[config.mk]
export PLATFORM = sky130hd
export DESIGN_NAME = frame_owner_allocator
export DESIGN_NICKNAME = d
export VERILOG_FILES = /design/src/hdl/fowa_pkg.sv /design/src/hdl/frame_owner_allocator.sv /design/src/hdl/fowa_regs.sv /design/src/hdl/fowa_cell.sv
export SDC_FILE = /design/constraint.sdc
export NUM_CORES = 2
export LEC_CHECK = 0
export BUFFER_PORTS_ARGS = -buffer_cell sky130_fd_sc_hd__buf_2
export CORE_AREA = 8 8 687 689
export CTS_BUF_LIST = sky130_fd_sc_hd__clkbuf_8
export DETAILED_ROUTE_END_ITERATION = 10
export DIE_AREA = 0 0 695 697
export PLACE_DENSITY = 0.55
export REMOVE_ABC_BUFFERS = 1
export SLEW_MARGIN = 20
export SYNTH_ARGS = -nofsm -noshare
export SYNTH_HDL_FRONTEND = slang
export SYNTH_SLANG_ARGS = --single-unit
[constraint.sdc]
create_clock -name aclk -period 287.1 [get_ports aclk]
set_clock_uncertainty 0.15 [all_clocks]
set_input_delay 14.355 -clock aclk [delete_from_list [all_inputs] [get_ports aclk]]
set_output_delay 14.355 -clock aclk [all_outputs]
set_load 0.01 [all_outputs]
[src/hdl/fowa_pkg.sv]
// Package for the frame owner allocator.
// Holds the transfer payload types, the token handed between cells and the mode codes.
// No dependencies.
`timescale 1ns / 1ps
`default_nettype none

package fowa_pkg;

    localparam int FRAME_W     = 6;
    localparam int PID_W       = 16;
    localparam int MODE_W      = 3;
    localparam int FIU_W       = 7;
    localparam int DEF_NUM_FRAMES = 64;
    localparam int DEF_PID_BITS   = 16;

    localparam logic [FIU_W-1:0] FIU_RESET = 7'd64;

    localparam logic [MODE_W-1:0] MODE_ALLOC   = 3'd0;
    localparam logic [MODE_W-1:0] MODE_ASSIGN  = 3'd1;
    localparam logic [MODE_W-1:0] MODE_FREE    = 3'd2;
    localparam logic [MODE_W-1:0] MODE_RELEASE = 3'd3;
    localparam logic [MODE_W-1:0] MODE_READ    = 3'd4;

    localparam int REG_FIU = 0;

    typedef struct packed {
        logic [MODE_W-1:0]  mode;
        logic [PID_W-1:0]   pid;
        logic [FRAME_W-1:0] frame;
    } fowa_in_t;

    typedef struct packed {
        logic [FRAME_W-1:0] frame_out;
        logic               success;
        logic [PID_W-1:0]   owner_pid;
        logic               owner_valid;
    } fowa_out_t;

    typedef struct packed {
        logic               valid;
        logic [MODE_W-1:0]  mode;
        logic [PID_W-1:0]   pid;
        logic [FRAME_W-1:0] frame;
        logic               found;
        logic [FRAME_W-1:0] grant;
        logic [PID_W-1:0]   owner_pid;
        logic               owner_valid;
    } fowa_tok_t;

endpackage

`default_nettype wire

[src/hdl/frame_owner_allocator.sv]
// Top level of the frame owner allocator: APB register block and the row of frame cells.
// Depends on fowa_pkg, fowa_regs and fowa_cell.
`timescale 1ns / 1ps
`default_nettype none

// Each request travels down a row of NUM_FRAMES cells, one cell per cycle while the row
// advances, and each cell applies it to its own frame; the token leaving the last cell is
// the output register. One transfer per cycle is sustained while m_ready stays high. A
// stalled output holds the whole row. After reset every frame is free, frames_in_use is 64,
// and frames_in_use sits at byte address 0; frames_in_use must be written only while no
// request is in flight, which the block itself does not enforce.
module frame_owner_allocator #(
    parameter int NUM_FRAMES = fowa_pkg::DEF_NUM_FRAMES,
    parameter int PID_BITS   = fowa_pkg::DEF_PID_BITS
) (
    input  wire logic                aclk,
    input  wire logic                aresetn,
    input  wire logic                s_valid,
    output logic                     s_ready,
    input  wire fowa_pkg::fowa_in_t  s_data,
    output logic                     m_valid,
    input  wire logic                m_ready,
    output fowa_pkg::fowa_out_t      m_data,
    input  wire logic                psel,
    input  wire logic                penable,
    input  wire logic                pwrite,
    input  wire logic [2:0]          paddr,
    input  wire logic [31:0]         pwdata,
    output logic      [31:0]         prdata,
    output logic                     pready
);
    import fowa_pkg::*;

    localparam logic [PID_W-1:0] PID_MASK =
        (PID_BITS >= PID_W) ? {PID_W{1'b1}} : PID_W'((64'd1 << PID_BITS) - 64'd1);

    logic [FIU_W-1:0] frames_in_use;
    logic             adv;
    fowa_tok_t        tok [NUM_FRAMES+1];
    fowa_tok_t        last;

    fowa_regs u_regs (
        .aclk          (aclk),
        .aresetn       (aresetn),
        .psel          (psel),
        .penable       (penable),
        .pwrite        (pwrite),
        .paddr         (paddr),
        .pwdata        (pwdata),
        .prdata        (prdata),
        .pready        (pready),
        .frames_in_use (frames_in_use)
    );

    assign last    = tok[NUM_FRAMES];
    assign adv     = !last.valid || m_ready;
    assign s_ready = adv;
    assign m_valid = last.valid;

    always_comb begin
        tok[0]             = '0;
        tok[0].valid       = s_valid;
        tok[0].mode        = s_data.mode;
        tok[0].pid         = s_data.pid & PID_MASK;
        tok[0].frame       = s_data.frame;
    end

    for (genvar i = 0; i < NUM_FRAMES; i++) begin : g_cell
        fowa_cell #(
            .CELL_IDX (i),
            .PID_BITS (PID_BITS)
        ) u_cell (
            .aclk          (aclk),
            .aresetn       (aresetn),
            .adv           (adv),
            .frames_in_use (frames_in_use),
            .tok_i         (tok[i]),
            .tok_o         (tok[i+1])
        );
    end

    always_comb begin
        m_data.success     = (last.mode == MODE_ALLOC) && last.found;
        m_data.owner_pid   = last.owner_pid;
        m_data.owner_valid = last.owner_valid;
        if (last.mode == MODE_ALLOC) begin
            m_data.frame_out = last.found ? last.grant : '0;
        end else begin
            m_data.frame_out = last.frame;
        end
    end

endmodule

`default_nettype wire

[src/hdl/fowa_regs.sv]
// APB register block of the frame owner allocator: the frames_in_use register.
// Depends on fowa_pkg.
`timescale 1ns / 1ps
`default_nettype none

module fowa_regs (
    input  wire logic                      aclk,
    input  wire logic                      aresetn,
    input  wire logic                      psel,
    input  wire logic                      penable,
    input  wire logic                      pwrite,
    input  wire logic [2:0]                paddr,
    input  wire logic [31:0]               pwdata,
    output logic      [31:0]               prdata,
    output logic                           pready,
    output logic      [fowa_pkg::FIU_W-1:0] frames_in_use
);
    import fowa_pkg::*;

    logic [FIU_W-1:0] fiu_reg;
    logic             sel_fiu;

    assign sel_fiu       = (int'(paddr[2]) == REG_FIU);
    assign pready        = 1'b1;
    assign frames_in_use = fiu_reg;
    assign prdata        = sel_fiu ? {{(32-FIU_W){1'b0}}, fiu_reg} : 32'd0;

    always_ff @(posedge aclk) begin
        if (!aresetn) begin
            fiu_reg <= FIU_RESET;
        end else if (psel && penable && pwrite && pready && sel_fiu) begin
            fiu_reg <= pwdata[FIU_W-1:0];
        end
    end

endmodule

`default_nettype wire

[src/hdl/fowa_cell.sv]
// One frame cell: used bit and owner of one physical frame, acting on the passing token.
// Depends on fowa_pkg.
`timescale 1ns / 1ps
`default_nettype none

module fowa_cell #(
    parameter int CELL_IDX = 0,
    parameter int PID_BITS = fowa_pkg::DEF_PID_BITS
) (
    input  wire logic                       aclk,
    input  wire logic                       aresetn,
    input  wire logic                       adv,
    input  wire logic [fowa_pkg::FIU_W-1:0] frames_in_use,
    input  wire fowa_pkg::fowa_tok_t        tok_i,
    output fowa_pkg::fowa_tok_t             tok_o
);
    import fowa_pkg::*;

    logic                used_reg, used_next;
    logic [PID_BITS-1:0] owner_reg, owner_next;
    fowa_tok_t           tok_reg, tok_next;
    logic                hit, in_lim;

    assign hit    = (CELL_IDX == int'(tok_i.frame));
    assign in_lim = (CELL_IDX < int'(frames_in_use));
    assign tok_o  = tok_reg;

    always_comb begin
        used_next  = used_reg;
        owner_next = owner_reg;
        tok_next   = tok_i;
        if (tok_i.valid) begin
            unique case (tok_i.mode)
                MODE_ALLOC: begin
                    if (!tok_i.found && !used_reg && in_lim) begin
                        used_next      = 1'b1;
                        owner_next     = PID_BITS'(tok_i.pid);
                        tok_next.found = 1'b1;
                        tok_next.grant = FRAME_W'(CELL_IDX);
                    end
                end
                MODE_ASSIGN: begin
                    if (hit && in_lim) begin
                        used_next  = 1'b1;
                        owner_next = PID_BITS'(tok_i.pid);
                    end
                end
                MODE_FREE: begin
                    if (hit && in_lim) begin
                        used_next = 1'b0;
                    end
                end
                MODE_RELEASE: begin
                    if (used_reg && owner_reg == PID_BITS'(tok_i.pid)) begin
                        used_next = 1'b0;
                    end
                end
                MODE_READ: begin
                    if (hit && in_lim && used_reg) begin
                        tok_next.owner_pid   = PID_W'(owner_reg);
                        tok_next.owner_valid = 1'b1;
                    end
                end
                default: begin
                end
            endcase
        end
    end

    always_ff @(posedge aclk) begin
        if (!aresetn) begin
            used_reg      <= 1'b0;
            tok_reg.valid <= 1'b0;
        end else if (adv) begin
            used_reg <= used_next;
            tok_reg  <= tok_next;
        end
    end

    always_ff @(posedge aclk) begin
        if (adv) begin
            owner_reg <= owner_next;
        end
    end

endmodule

`default_nettype wire
==> results <==
- The die span in y is roughly 700 um.
- The cell count after synthesis came out at 8735.
- Once layout is complete, the utilization of the core stands at between 30% and 40%.
- The largest net degree at the start of global routing is 205.
- The library cell used most frequently in the layout, excluding fill and tap cells, is edfxtp_1.
- Setup violations remaining at the end of the flow were counted as 0.
- The critical hold path startpoint is g_cell[7].u_cell.tok_o[27].
- The post-cts gate resize count is 0.
- Fill cells in the final layout number 41800.
- For this run, asynchronously set or reset flops after synthesis account for 0%.
- The headroom to the max-slew limit is 21.6%.
- At the pin with the least slew margin, the transition time is ~1200 ps.
- The total negative setup slack is 0 ps.
- The tree built by TritonCTS fans out to about 4200 sinks.
- STA classifies the critical path startpoint as an input port.
- The number of pins with negative max-slew slack in the final report is 0.
- The die span in x is 695 um.
- Setup repair after global routing left no endpoint under its margin.
- The internal cell power is 0.955 mW.
- For this design the static power due to leakage is 60.0 nW.
- For this configuration, the core starts out at a cell density of 34.8%.
- Summed over all nets, the switching power comes to 0.268 mW.
- The worst setup path is captured at a primary output.
- The sum of net half-perimeters after detailed placement is 214 mm.
- The worst endpoint required time is 272590 ps.
- The proportion of synthesized chip area in sequential cells is 78.0%.
- The worst min-delay path class is flip-flop to flip-flop.
- The hold path depth is 0.
- The count of buffer and inverter cells on the critical path is 3.
- Dividing total power by cell area gives a power density of 6.74 nW/um^2.
- The worst reg-to-reg setup slack is 280560 ps.
- Yosys mapped a number of flops with a built-in enable equal to 4081.
- Summing all multi-input logic gate instances after layout gives roughly 34000 sq um.
- Clock-pin slew was measured on the worst setup and hold paths at 60 ps.
- The area of the core is 461000 sq um.
- The count of nets left with antenna violations after detail routing is 0.
- The via count of the first global-routing pass is about 80000.
- The number of hold-slack violations in the final timing report came to 0.
- Summing all non-filler instances in the final layout gives an area of ~180000 sq um.
- The number of violations of the max-capacitance limit is 0.
- The area fraction of the dominant cell type after synthesis is 76.3%.
- In this run the post-CTS setup repair buffer count came out at 0.
- The switching share of total power is between 20 and 25%.
- The non-filler instance count after layout is 16200.
- The global-route usage over all layers is 12.9%.
- Including well taps, the total number of placed cells is approximately 15000.
- The distinct cell type count after synthesis is 105.
- In this run the count of I/O pins placed on the die edge is 126.
- Clock tree synthesis inserted a total of 668 buffers.
- Global routing finished with a remaining overflow of 0.
- Relative to the synthesized area, the layout overhead comes to 12.9%.
- The most common cell type on the critical path is buf_2.
- The critical path is of the input port to primary output type.
- The buffer cell driving the clock tree root is clkbuf_8.
- The wire length of the first global-routing pass is 494 mm.
- The flow ran to the end, and the final reports show no timing, DRC or antenna violations.
- In the layout the commonest cells are edfxtp_1, mux2_2, clkbuf_8.
- Dividing the synthesized area by the synthesized cell count gives 18.4 sq um.
- In this run the critical register-to-register path is launched from g_cell[63].u_cell.tok_o[49].
- The highest-delay cell along the critical path is nor2b_4.
- The top cell family by delay on the critical path is buffers and inverters.
- The design draws approximately 1.2 mW.
- Of the available clock period, the critical path in the final layout requires 10.3%.
- The register with the most flip-flops in the layout has roughly 3100 of them.
- The combined flip-flop and latch cell area is 125000 sq um.
- The worst-case IR drop observed on VDD is 0.00433 mV.
- For this run, the slowest stage of the critical path takes ~300 ps.
- The initial antenna violation count was 8.
- The largest area contributor in the netlist is edfxtp_1.
- The H-tree was split into 6 levels.
- Combinational logic is responsible for ~2.7% of the overall power.
- The total of warnings raised by yosys is 0.
- Ranked by total cell area, the synthesized netlist is headed by edfxtp_1, mux2_2, xnor2_1.
- After detailed routing, the number of remaining DRC violations is 0.
- In this run, the number of DRC markers left after iteration 0 of detailed routing was 5402.
- The maximum count of clock buffers along a single path is 4.
- The clock power share is 38.3%.
- The worst-case hold path end point is g_cell[8].u_cell.tok_o[27].
- Walking the worst path, the cells encountered are buf_2 > nor2b_4 > inv_6 > buf_2.
- The worst register-to-register path has a depth of 7.
- The die covers 484000 sq um.
- The placer congestion estimate is 0.796.
- The worst register-to-register path ends at g_cell[51].u_cell.tok_o[9].
- The clock latency on the worst-skew pair is 1190 ps.
- The number of buffers inserted for hold repair after clock tree synthesis is 0.
- The number of register bits inferred by synthesis is 4216.
- The vias after detailed routing is 75900.
- The number of rows created at floorplan is 250.
- Subtracting the final worst setup slack from the clock period gives 29700 ps.
- The post-synthesis cell area is 161000 sq um.
- The signal arrival time at the worst endpoint is 15190 ps.
- Of the cells placed in the final design, the portion with a size suffix greater than 1 is 23.0%.
- The top achievable clock speed is 0.0337 GHz.
- After the last flow step, the layout net total stands at 9515.
- In this run the worst path has a maximum fanout of 16.
- In the routed layout, each cell is associated on average with a via count of 4.70.
- The portion of total power attributed to sequential cells is 59.0%.
- The clock tree from TritonCTS is done.
- During placement, the flow inserted port buffers numbering between 70 and 80.
- For this run, the detailed router's first-pass iteration total came to 6.
- The final layout contains routed wiring with a total length of 324 mm.
- The routed wirelength normalized by instance count is approximately 20 um.
- The most frequently used flop master after synthesis is edfxtp_1.
- The placed instances occupy a cell area of 169000 sq um.
-- stage by stage --
step | setup WS [ps] | hold slack, ps
floorplan | 101670 | 267
global placement | 257370 | 270
detailed placement | 257380 | 274
CTS | 257380 | 266
global route | 257350 | 285
finish | 257400 | 271
-- worst max path at each step --
stage | start | to | slack (ps) | cells after the start
6_report | m_ready | s_ready | 257400 | 4
5_1_grt | m_ready | s_ready | 257350 | 4
4_1_cts | m_ready | s_ready | 257380 | 4
3_5_place_dp | m_ready | s_ready | 257380 | 4
3_3_place_gp | m_ready | s_ready | 257370 | 4
2_1_floorplan | m_ready | g_cell[0].u_cell.tok_o[0] | 101670 | 2
-- metal layers --
metal | track usage, % | vias up | part of all wire (%) | wire, um
met5 | 0 | - | 0 | 0
met4 | 4.05 | 0 | 2.8 | 9010
met2 | 21.8 | 1775 | 49 | 159000
li1 | - | 35200 | - | -
met1 | 16.9 | 38300 | 43 | 140000
met3 | 2.22 | 580 | 4.8 | 15500
-- synthesized netlist by cell type (8+ instances only) --
master     number
a211oi_1       11
a21o_1          9
a21oi_1       148
a31oi_1        27
a41oi_1        11
and2_1         88
and3_1         15
buf_2          66
buf_4          63
buf_6          16
clkbuf_1       36
dfxtp_1       135
edfxtp_1     4081
inv_1          46
mux2_1         27
mux2_2        954
mux2_4         27
mux2i_1         8
nand2_1       262
nand2b_1      156
nand3_1       137
nand3b_1       37
nand4_1       158
nand4b_1       27
nand4bb_1      10
nor2_1        148
nor2_2          8
nor2b_1        92
nor3_1        138
nor3b_1        35
nor4_1        191
nor4b_1        25
nor4bb_1       12
o21a_1         17
o21ai_0        51
o311ai_0       12
o31ai_1        10
or2_2         183
or3_1          27
or4_1          19
or4b_1         13
xnor2_1       598
xor2_1        426
-- layout make-up --
| type | instances | area share, % |
|---|---|---|
| antenna | 7 | 0.00966 |
| inverter | 47 | 0.103 |
| sequential | 4216 | 69.1 |
| clock inverter | 502 | 1.45 |
| timing repair buffer | 208 | 0.836 |
| clock buffer | 694 | 5.27 |
| multi-input combinational | 4307 | 19.0 |
| tap | 6174 | 4.26 |
-- power groups by stage --
stage / logic (mW) / registers, mW / clock network, mW
after detailed placement: 0.0332 / 0.734 / 0
after global placement: 0.0329 / 0.733 / 0
after floorplan: 0.0231 / 0.832 / 0
after global routing: 0.0362 / 0.724 / 0.512
final: 0.0330 / 0.721 / 0.469
after CTS: 0.0336 / 0.722 / 0.487
-- cell families after synthesis --
group                  synth area share [%]
flip-flops                             78.0
AND/OR/NAND/NOR                        6.81
XOR/XNOR                               5.58
multiplexers                           7.18
AO/OA/AOI/OAI                          1.60
buffers and inverters                 0.835
other                               0.00468
Note: power is estimated with default switching activity, not from simulation.
